`src/dlts_pkg.sv`:
```
// Package for the delta-list task scheduler.
// Holds table sizes, the entry layout, opcodes, status codes and sequencer states.
// Used by dlts_alu, dlts_table and delta_list_task_scheduler.
`timescale 1ns / 1ps
`default_nettype none
package dlts_pkg;

  localparam int MAX_TASKS = 16;
  localparam int ID_BITS = 8;
  localparam int IDX_W = $clog2(MAX_TASKS);
  localparam int CNT_W = $clog2(MAX_TASKS + 1);
  localparam int DLY_W = 32;
  localparam int PEND_W = 16;
  localparam logic [PEND_W-1:0] PENDING_MAX = {PEND_W{1'b1}};

  typedef enum logic [2:0] {
    OP_CLEAR    = 3'd0,
    OP_ADD      = 3'd1,
    OP_TICK     = 3'd2,
    OP_DISPATCH = 3'd3,
    OP_DELETE   = 3'd4
  } opcode_t;

  typedef enum logic [1:0] {
    ST_OK       = 2'd0,
    ST_FULL     = 2'd1,
    ST_NONE_DUE = 2'd2,
    ST_BAD_SLOT = 2'd3
  } status_t;

  typedef enum logic {
    ALU_SUB,
    ALU_ADD_SAT
  } alu_mode_t;

  typedef struct packed {
    alu_mode_t          mode;
    logic [DLY_W-1:0]   a;
    logic [DLY_W-1:0]   b;
  } alu_req_t;

  typedef struct packed {
    logic [ID_BITS-1:0] id;
    logic [DLY_W-1:0]   delta;
    logic [DLY_W-1:0]   period;
    logic [PEND_W-1:0]  pending;
  } entry_t;

  typedef struct packed {
    logic               rd_en;
    logic [IDX_W-1:0]   rd_addr;
    logic               wr_en;
    logic [IDX_W-1:0]   wr_addr;
    entry_t             wr_data;
  } tbl_req_t;

  typedef enum logic [4:0] {
    S_IDLE,
    S_WALK_RD,
    S_WALK_CHK,
    S_FIX,
    S_SHIFT_RD,
    S_SHIFT_WR,
    S_INS_WR,
    S_TICK_RD,
    S_TICK_WR,
    S_DISP_RD,
    S_DISP_CHK,
    S_RM_RD0,
    S_RM_RD1,
    S_RM_SUM,
    S_RM_SHRD,
    S_RM_SHWR,
    S_RM_END,
    S_DONE
  } state_t;

endpackage
`default_nettype wire

```
`src/dlts_alu.sv`:
```
// Shared subtract / saturating add unit for the scheduler sequencer.
// Depends on dlts_pkg for the request struct and operand width.
`timescale 1ns / 1ps
`default_nettype none
module dlts_alu (
  input  dlts_pkg::alu_req_t                req,
  output logic [dlts_pkg::DLY_W-1:0]        res,
  output logic                              borrow
);
  import dlts_pkg::*;

  logic [DLY_W:0] diff;
  logic [DLY_W:0] sum;

  assign diff = {1'b0, req.a} - {1'b0, req.b};
  assign sum  = {1'b0, req.a} + {1'b0, req.b};

  always_comb begin
    unique case (req.mode)
      ALU_SUB: begin
        res    = diff[DLY_W-1:0];
        borrow = diff[DLY_W];
      end
      ALU_ADD_SAT: begin
        res    = sum[DLY_W] ? {DLY_W{1'b1}} : sum[DLY_W-1:0];
        borrow = 1'b0;
      end
      default: begin
        res    = diff[DLY_W-1:0];
        borrow = diff[DLY_W];
      end
    endcase
  end

endmodule
`default_nettype wire

```
`src/dlts_table.sv`:
```
// Task table storage: one write port and one registered read port.
// Depends on dlts_pkg for the entry layout and request struct.
`timescale 1ns / 1ps
`default_nettype none
module dlts_table (
  input  wire logic          clk,
  input  dlts_pkg::tbl_req_t req,
  output dlts_pkg::entry_t   rd_data
);
  import dlts_pkg::*;

  entry_t mem [MAX_TASKS];
  entry_t rd_q_r;

  always_ff @(posedge clk) begin
    if (req.wr_en) begin
      mem[req.wr_addr] <= req.wr_data;
    end
    if (req.rd_en) begin
      rd_q_r <= mem[req.rd_addr];
    end
  end

  assign rd_data = rd_q_r;

endmodule
`default_nettype wire

```
`src/delta_list_task_scheduler.sv`:
```
// Delta-list task scheduler top level: sequencer, table and shared arithmetic unit.
// From accept to ready again with N tasks held: clear, rejects and empty-table commands go
// straight to the result; tick rewrites the head entry and a dispatch with nothing due checks it;
// add walks and shifts entries up, delete shifts them down, and dispatch removes the head and may
// walk again to put a periodic task back. Entries walked or shifted share the one read port; one
// transaction is in work at a time. Reset clears the task count and handshakes, not the table.
`timescale 1ns / 1ps
`default_nettype none
module delta_list_task_scheduler (
  input  wire logic                       clk,
  input  wire logic                       rst_n,
  input  wire logic                       in_valid,
  output logic                            in_ready,
  input  wire logic [2:0]                 in_opcode,
  input  wire logic [7:0]                 in_task_id,
  input  wire logic [31:0]                in_first_delay,
  input  wire logic [31:0]                in_repeat_period,
  input  wire logic [3:0]                 in_slot_index,
  output logic                            out_valid,
  input  wire logic                       out_ready,
  output logic [1:0]                      out_status,
  output logic                            out_run_valid,
  output logic [7:0]                      out_run_task_id,
  output logic [4:0]                      out_task_count
);
  import dlts_pkg::*;

  state_t              state_r, state_nxt;
  logic [CNT_W-1:0]    used_r, used_nxt;
  logic [CNT_W-1:0]    pos_r, pos_nxt;
  logic [CNT_W-1:0]    k_r, k_nxt;
  logic [DLY_W-1:0]    cur_r, cur_nxt;
  logic [DLY_W-1:0]    fix_r, fix_nxt;
  logic [DLY_W-1:0]    tmp_r, tmp_nxt;
  logic [ID_BITS-1:0]  id_r, id_nxt;
  logic [DLY_W-1:0]    per_r, per_nxt;
  logic                reins_r, reins_nxt;
  status_t             st_r, st_nxt;
  logic                rv_r, rv_nxt;
  logic [7:0]          rid_r, rid_nxt;

  logic                out_valid_r, out_valid_nxt;
  logic [1:0]          out_status_r, out_status_nxt;
  logic                out_run_valid_r, out_run_valid_nxt;
  logic [7:0]          out_run_task_id_r, out_run_task_id_nxt;
  logic [4:0]          out_task_count_r, out_task_count_nxt;

  tbl_req_t            req;
  entry_t              rd_data;
  entry_t              wdata;
  alu_req_t            alu_req;
  logic [DLY_W-1:0]    alu_res;
  logic                alu_borrow;
  logic [CNT_W-1:0]    k_m1;
  logic [CNT_W-1:0]    pos_p1;

  dlts_table u_table (
    .clk     (clk),
    .req     (req),
    .rd_data (rd_data)
  );

  dlts_alu u_alu (
    .req    (alu_req),
    .res    (alu_res),
    .borrow (alu_borrow)
  );

  assign k_m1   = k_r - CNT_W'(1);
  assign pos_p1 = pos_r + CNT_W'(1);

  always_ff @(posedge clk) begin
    if (!rst_n) begin
      state_r     <= S_IDLE;
      used_r      <= '0;
      out_valid_r <= 1'b0;
    end else begin
      state_r     <= state_nxt;
      used_r      <= used_nxt;
      out_valid_r <= out_valid_nxt;
    end
  end

  always_ff @(posedge clk) begin
    pos_r             <= pos_nxt;
    k_r               <= k_nxt;
    cur_r             <= cur_nxt;
    fix_r             <= fix_nxt;
    tmp_r             <= tmp_nxt;
    id_r              <= id_nxt;
    per_r             <= per_nxt;
    reins_r           <= reins_nxt;
    st_r              <= st_nxt;
    rv_r              <= rv_nxt;
    rid_r             <= rid_nxt;
    out_status_r      <= out_status_nxt;
    out_run_valid_r   <= out_run_valid_nxt;
    out_run_task_id_r <= out_run_task_id_nxt;
    out_task_count_r  <= out_task_count_nxt;
  end

  always_comb begin
    state_nxt           = state_r;
    used_nxt            = used_r;
    pos_nxt             = pos_r;
    k_nxt               = k_r;
    cur_nxt             = cur_r;
    fix_nxt             = fix_r;
    tmp_nxt             = tmp_r;
    id_nxt              = id_r;
    per_nxt             = per_r;
    reins_nxt           = reins_r;
    st_nxt              = st_r;
    rv_nxt              = rv_r;
    rid_nxt             = rid_r;
    out_valid_nxt       = out_valid_r && !out_ready;
    out_status_nxt      = out_status_r;
    out_run_valid_nxt   = out_run_valid_r;
    out_run_task_id_nxt = out_run_task_id_r;
    out_task_count_nxt  = out_task_count_r;
    in_ready            = 1'b0;
    req                 = '0;
    wdata               = rd_data;
    alu_req.mode        = ALU_SUB;
    alu_req.a           = '0;
    alu_req.b           = '0;

    unique case (state_r)
      S_IDLE: begin
        in_ready = 1'b1;
        if (in_valid) begin
          st_nxt    = ST_OK;
          rv_nxt    = 1'b0;
          rid_nxt   = '0;
          id_nxt    = ID_BITS'(in_task_id);
          per_nxt   = in_repeat_period;
          cur_nxt   = in_first_delay;
          reins_nxt = 1'b0;
          pos_nxt   = '0;
          unique case (in_opcode)
            OP_CLEAR: begin
              used_nxt  = '0;
              state_nxt = S_DONE;
            end
            OP_ADD: begin
              if (used_r >= CNT_W'(MAX_TASKS)) begin
                st_nxt    = ST_FULL;
                state_nxt = S_DONE;
              end else begin
                state_nxt = S_WALK_RD;
              end
            end
            OP_TICK: begin
              if (used_r == '0) begin
                st_nxt    = ST_NONE_DUE;
                state_nxt = S_DONE;
              end else begin
                state_nxt = S_TICK_RD;
              end
            end
            OP_DISPATCH: begin
              if (used_r == '0) begin
                st_nxt    = ST_NONE_DUE;
                state_nxt = S_DONE;
              end else begin
                state_nxt = S_DISP_RD;
              end
            end
            OP_DELETE: begin
              if (CNT_W'(in_slot_index) >= used_r) begin
                st_nxt    = ST_BAD_SLOT;
                state_nxt = S_DONE;
              end else begin
                pos_nxt   = CNT_W'(in_slot_index);
                state_nxt = S_RM_RD0;
              end
            end
            default: begin
              state_nxt = S_DONE;
            end
          endcase
        end
      end

      S_WALK_RD: begin
        if (pos_r == used_r) begin
          k_nxt     = used_r;
          state_nxt = S_SHIFT_RD;
        end else begin
          req.rd_en   = 1'b1;
          req.rd_addr = pos_r[IDX_W-1:0];
          state_nxt   = S_WALK_CHK;
        end
      end

      S_WALK_CHK: begin
        alu_req.a = cur_r;
        alu_req.b = rd_data.delta;
        if (!alu_borrow) begin
          cur_nxt   = alu_res;
          pos_nxt   = pos_p1;
          state_nxt = S_WALK_RD;
        end else begin
          state_nxt = S_FIX;
        end
      end

      S_FIX: begin
        alu_req.a = rd_data.delta;
        alu_req.b = cur_r;
        fix_nxt   = alu_res;
        k_nxt     = used_r;
        state_nxt = S_SHIFT_RD;
      end

      S_SHIFT_RD: begin
        if (k_r == pos_r) begin
          state_nxt = S_INS_WR;
        end else begin
          req.rd_en   = 1'b1;
          req.rd_addr = k_m1[IDX_W-1:0];
          state_nxt   = S_SHIFT_WR;
        end
      end

      S_SHIFT_WR: begin
        if (k_m1 == pos_r) begin
          wdata.delta = fix_r;
        end
        req.wr_en   = 1'b1;
        req.wr_addr = k_r[IDX_W-1:0];
        req.wr_data = wdata;
        k_nxt       = k_m1;
        state_nxt   = S_SHIFT_RD;
      end

      S_INS_WR: begin
        wdata.id      = id_r;
        wdata.delta   = cur_r;
        wdata.period  = per_r;
        wdata.pending = '0;
        req.wr_en     = 1'b1;
        req.wr_addr   = pos_r[IDX_W-1:0];
        req.wr_data   = wdata;
        used_nxt      = used_r + CNT_W'(1);
        state_nxt     = S_DONE;
      end

      S_TICK_RD: begin
        req.rd_en   = 1'b1;
        req.rd_addr = '0;
        state_nxt   = S_TICK_WR;
      end

      S_TICK_WR: begin
        alu_req.a = rd_data.delta;
        alu_req.b = DLY_W'(1);
        if (rd_data.delta != '0) begin
          wdata.delta = alu_res;
        end else if (rd_data.pending != PENDING_MAX) begin
          wdata.pending = rd_data.pending + PEND_W'(1);
        end
        req.wr_en   = 1'b1;
        req.wr_addr = '0;
        req.wr_data = wdata;
        state_nxt   = S_DONE;
      end

      S_DISP_RD: begin
        req.rd_en   = 1'b1;
        req.rd_addr = '0;
        state_nxt   = S_DISP_CHK;
      end

      S_DISP_CHK: begin
        if (rd_data.pending == '0) begin
          st_nxt    = ST_NONE_DUE;
          state_nxt = S_DONE;
        end else begin
          rv_nxt    = 1'b1;
          rid_nxt   = 8'(rd_data.id);
          id_nxt    = rd_data.id;
          per_nxt   = rd_data.period;
          reins_nxt = (rd_data.period != '0);
          pos_nxt   = '0;
          state_nxt = S_RM_RD0;
        end
      end

      S_RM_RD0: begin
        if (pos_p1 < used_r) begin
          req.rd_en   = 1'b1;
          req.rd_addr = pos_r[IDX_W-1:0];
          state_nxt   = S_RM_RD1;
        end else begin
          state_nxt = S_RM_END;
        end
      end

      S_RM_RD1: begin
        tmp_nxt     = rd_data.delta;
        req.rd_en   = 1'b1;
        req.rd_addr = pos_p1[IDX_W-1:0];
        state_nxt   = S_RM_SUM;
      end

      S_RM_SUM: begin
        alu_req.mode = ALU_ADD_SAT;
        alu_req.a    = tmp_r;
        alu_req.b    = rd_data.delta;
        fix_nxt      = alu_res;
        k_nxt        = pos_p1;
        state_nxt    = S_RM_SHRD;
      end

      S_RM_SHRD: begin
        if (k_r == used_r) begin
          state_nxt = S_RM_END;
        end else begin
          req.rd_en   = 1'b1;
          req.rd_addr = k_r[IDX_W-1:0];
          state_nxt   = S_RM_SHWR;
        end
      end

      S_RM_SHWR: begin
        if (k_r == pos_p1) begin
          wdata.delta = fix_r;
        end
        req.wr_en   = 1'b1;
        req.wr_addr = k_m1[IDX_W-1:0];
        req.wr_data = wdata;
        k_nxt       = k_r + CNT_W'(1);
        state_nxt   = S_RM_SHRD;
      end

      S_RM_END: begin
        used_nxt = used_r - CNT_W'(1);
        if (reins_r) begin
          cur_nxt   = per_r;
          pos_nxt   = '0;
          reins_nxt = 1'b0;
          state_nxt = S_WALK_RD;
        end else begin
          state_nxt = S_DONE;
        end
      end

      S_DONE: begin
        if (!out_valid_r || out_ready) begin
          out_valid_nxt       = 1'b1;
          out_status_nxt      = st_r;
          out_run_valid_nxt   = rv_r;
          out_run_task_id_nxt = rid_r;
          out_task_count_nxt  = 5'(used_r);
          state_nxt           = S_IDLE;
        end
      end

      default: begin
        state_nxt = S_IDLE;
      end
    endcase
  end

  assign out_valid       = out_valid_r;
  assign out_status      = out_status_r;
  assign out_run_valid   = out_run_valid_r;
  assign out_run_task_id = out_run_task_id_r;
  assign out_task_count  = out_task_count_r;

endmodule
`default_nettype wire

```
`config.mk`:
```
export PLATFORM = sky130hd
export DESIGN_NAME = delta_list_task_scheduler
export DESIGN_NICKNAME = d
export VERILOG_FILES = /design/src/dlts_pkg.sv /design/src/dlts_alu.sv /design/src/dlts_table.sv /design/src/delta_list_task_scheduler.sv
export SDC_FILE = /design/constraint.sdc
export NUM_CORES = 2
export LEC_CHECK = 0
export BUFFER_PORTS_ARGS = -buffer_cell sky130_fd_sc_hd__buf_2
export CAP_MARGIN = 30
export CORE_MARGIN = 2
export CORE_UTILIZATION = 50
export DETAILED_ROUTE_END_ITERATION = 8
export HOLD_SLACK_MARGIN = 0.06
export PLACE_DENSITY = 0.78
export SLEW_MARGIN = 20
export SYNTH_ARGS = -nofsm -noshare
export SYNTH_HDL_FRONTEND = slang
export SYNTH_SLANG_ARGS = --single-unit
```
`constraint.sdc`:
```
create_clock -name clk -period 10.7 [get_ports clk]
set_input_delay 1.07 -clock clk [delete_from_list [all_inputs] [get_ports clk]]
set_output_delay 1.07 -clock clk [all_outputs]
set_load 0.005 [all_outputs]
```
==> results by group <==
Outcome
  • Status: finished, final reports clean

Pwr
  • Pwr/cell area: 281 mW/mm2
  • Net Sw Power: 8790 uW
  • Flop pwr share: 38.4%
  • Sw frac: 38.5%
  • Static leakage: 0.0287 uW
  • Gate power share: 36.4%
  • Cell Int Power: 14100 uW
  • Clock power frac: 25.1%
  • Maximum VDD drop: 0.202 mV

Critical path
  • CP max stage cell: dfxtp_1
  • CP max FO: 46
  • Critical path's most frequent cell: a21oi_1
  • CP Buf/Inv Count: 4
  • Critical Path Max Stage Delay: 0.81 ns
  • Critical path type: register to register
  • CP required: 11.24 ns
  • Crit path cell chain: nand4b_1 -> nor2_4 -> buf_4 -> a222oi_1 -> inv_1 -> ha_1 -> a21o_1 -> a21oi_1 -> o221ai_1 -> a2111oi_0 -> dlymetal6s2s_1 -> o41a_1 -> o21a_1 -> nand2_2 -> o21ai_0 -> a21oi_1 -> a21oi_1 -> o221ai_1 -> buf_2
  • CP Capture Type: register
  • Worst path top cell family by delay: compound AO/OA/AOI/OAI gates
  • Setup crit start kind: register
  • Data arrival, critical path: 8.02 ns

Drt
  • ANT nets after route: 0
  • Via count: 52.8k
  • Drt pass-1 iters: 8
  • DRC: 0
  • WL per Instance: 27.0 um
  • WL final: 221000 um
  • Detailed Route Iter0 Violations: 8853
  • Post-DR vias/cell: 6.46

Timing
  • Final Skew: 0.0317 ns
  • Final Setup Violations: 0
  • Relative slew slack: 27.7%
  • Final Slew Violations: 0
  • Maximum clock frequency: 134 MHz
  • RSZ-0062 raised after global routing: no
  • Fin. Hold Viols: 0
  • Final Cycle Share: 69.9%
  • Setup Total Neg Slack: 0 ns
  • Period minus WS final: 7.47 ns
  • Slew @ Worst Pin: 1.08 ns

Global route
  • Grt ovf: 0
  • Largest net degree at the start of global routing: 164
  • Antenna violations before repair: 12
  • First-pass GRT wire length: 319000 um
  • Total GRT Usage: 28.9%
  • Vias in the first global route: 49.5k

Floorplanning
  • Starting density of the core: 50.3%
  • CORE AREA: 0.145 mm2
  • Die height: 386 um
  • Die Width: 386 um
  • Io pins: 101
  • Full die area: 0.149 mm2
  • Row Count: 140

Clock tree
  • Clock Latency Late Sink: 0.81 ns
  • CTS max path bufs: 3
  • Root buffer cell: clkbuf_16
  • Number of buffers created by CTS: 163
  • TritonCTS clock tree: done
  • CTS Hold Bufs: 0
  • Cells resized by post-CTS repair: 0
  • Sink Count: 1681
  • Postcts setup bufs: 0
  • CTS clk-pin slew, worst paths: 0.06 ns
  • Htree depth: 4

Synthesis
  • Post-synth ARST share: 0%
  • Synth top area share: 68.6%
  • Syn_area_per_cell: 11.9 um2
  • Cell taking the most area after synthesis: edfxtp_1
  • Netlist cell types: 92
  • #FFs+latches synth: 1681
  • Synthesized area: 0.0731 mm2
  • Syn Nets: 6284
  • Largest cells by area after synthesis: edfxtp_1 (69%), nand2_1 (9.2%), nand3_1 (3.9%), clkbuf_1 (1.8%), o221ai_1 (1.4%)
  • Ys flop type: edfxtp_1
  • EDFF count, synth: 1670
  • Synth Instances: 6121
  • Synth warn: 0
  • Seq/Total Area, Yosys: 68.9%

Cells and area
  • Most frequent cells in the layout: nand2_1 (1785), edfxtp_1 (1670), nand3_1 (563)
  • Share of cells above drive strength 1: 8.73%
  • Layout area overhead: 11.3%
  • Nets: 6284
  • Post-route design area: 0.0813 mm2
  • Commonest non-fill, non-tap cell in the layout: nand2_1

Flow run
  • Maxcap violations: 0

Placed design
  • Post-DP HPWL: 122000 um
  • Routability Congestion: 0.991
  • Placed Instance Area: 0.0758 mm2
  • Port-buffer cells: 100

Min path
  • HP Class: register to register
-- per-layer routing --
| layer | GRT usage [%] | vias up | share of wire (%) |
|---|---|---|---|
| met5 | 0 | - | 0.032 |
| met4 | 10.7 | 10 | 3.6 |
| met3 | 6.08 | 552 | 13 |
| met2 | 45.6 | 3721 | 47 |
| met1 | 39.6 | 25900 | 37 |
| li1 | - | 22600 | - |
-- flip-flops by register name, indices dropped and copies added, names as in the netlist, 8 cells and up --
register         flops
rid_r                8
u_table.rd_data     88
id_r                 8
out_run_task_id      8
per_r               32
tmp_r               32
fix_r               32
u_table.mem       1408
cur_r               32
-- Yosys cell counts, drive strengths merged (7+ instances only) --
master and count:
a211oi 14, a21boi 8, a21o 29, a21oi 148, a221oi 22, a222oi 32, a22o 76, a22oi 37
a31oi 114, a32oi 90, and2 22, and3 101, buf 37, clkbuf 357, dfxtp 11, edfxtp 1670
ha 79, inv 138, mux2i 59, nand2 1788, nand2b 21, nand3 564, nand4 18, nor2 170
nor2b 19, nor3 40, nor4 23, o211ai 7, o21a 11, o21ai 127, o21bai 19, o221ai 119
o31ai 12, or3 8, xnor2 20, xor2 11
-- worst register-to-register path: stages, from the launching register on --
cell	delay, ns
dfxtp_1	0.81
nand4b_1	0.46
nor2_4	0.50
buf_4	0.55
a222oi_1	0.21
inv_1	0.13
ha_1	0.34
a21o_1	0.21
a21oi_1	0.17
o221ai_1	0.17
a2111oi_0	0.36
dlymetal6s2s_1	0.26
o41a_1	0.22
o21a_1	0.76
nand2_2	0.60
o21ai_0	0.30
a21oi_1	0.06
a21oi_1	0.46
o221ai_1	0.34
buf_2	0.29
-- stage by stage --
| step | total power (uW) | setup slack (ns) | utilization, % | hold WS (ns) | instances |
|---|---|---|---|---|---|
| 2_1_floorplan | 14200 | 2.24 | - | 0.400 | 6121 |
| 3_3_place_gp | 16700 | 3.14 | 52.0 | 0.401 | 7850 |
| 3_5_place_dp | 16900 | 3.03 | 52.1 | 0.405 | 7860 |
| 4_1_cts | 22600 | 3.01 | 55.8 | 0.419 | 8155 |
| 5_1_grt | 23800 | 3.01 | 55.9 | 0.421 | 8169 |
| 6_report | 22900 | 3.23 | 55.9 | 0.417 | 8171 |
-- final cells by class --
type	count	area, um2
antenna	3	7.51
clock buffer	199	4240
clock inverter	96	1050
fill	11300	64100
inverter	138	518
multi-input combinational	3908	21100
sequential	1681	50400
tap	1917	2400
timing repair buffer	229	1670
-- worst paths after layout --
path / start / to / slack [ns] / cells after the start
setup / recovery: state_r[3] / u_table.mem[7][69] / 3.23 / 19
hold / removal: rid_r[3] / out_run_task_id[3] / 0.42 / 0
setup reg to reg: state_r[3] / u_table.mem[7][69] / 3.23 / 19
hold reg to reg: rid_r[3] / out_run_task_id[3] / 0.42 / 0
-- power by group through the flow --
stage               Combinational (uW)  Sequential [uW]  Clock [uW]
floorplan                         5660             8550           0
global placement                  7880             8860           0
detailed placement                8040             8880           0
CTS                               8100             8750        5780
global route                      8970             8810        6020
finish                            8320             8790        5750
-- logic make-up after synthesis --
| logic type | share of synthesized area [%] |
|---|---|
| adders and majority gates | 1.42 |
| DFF | 68.9 |
| buffers and inverters | 2.74 |
| AOI/OAI and AO/OA | 9.27 |
| and+or+nand+nor | 16.3 |
| muxes | 0.901 |
| xor gates and xnor gates | 0.382 |
Power figures use the tool's default switching activity.
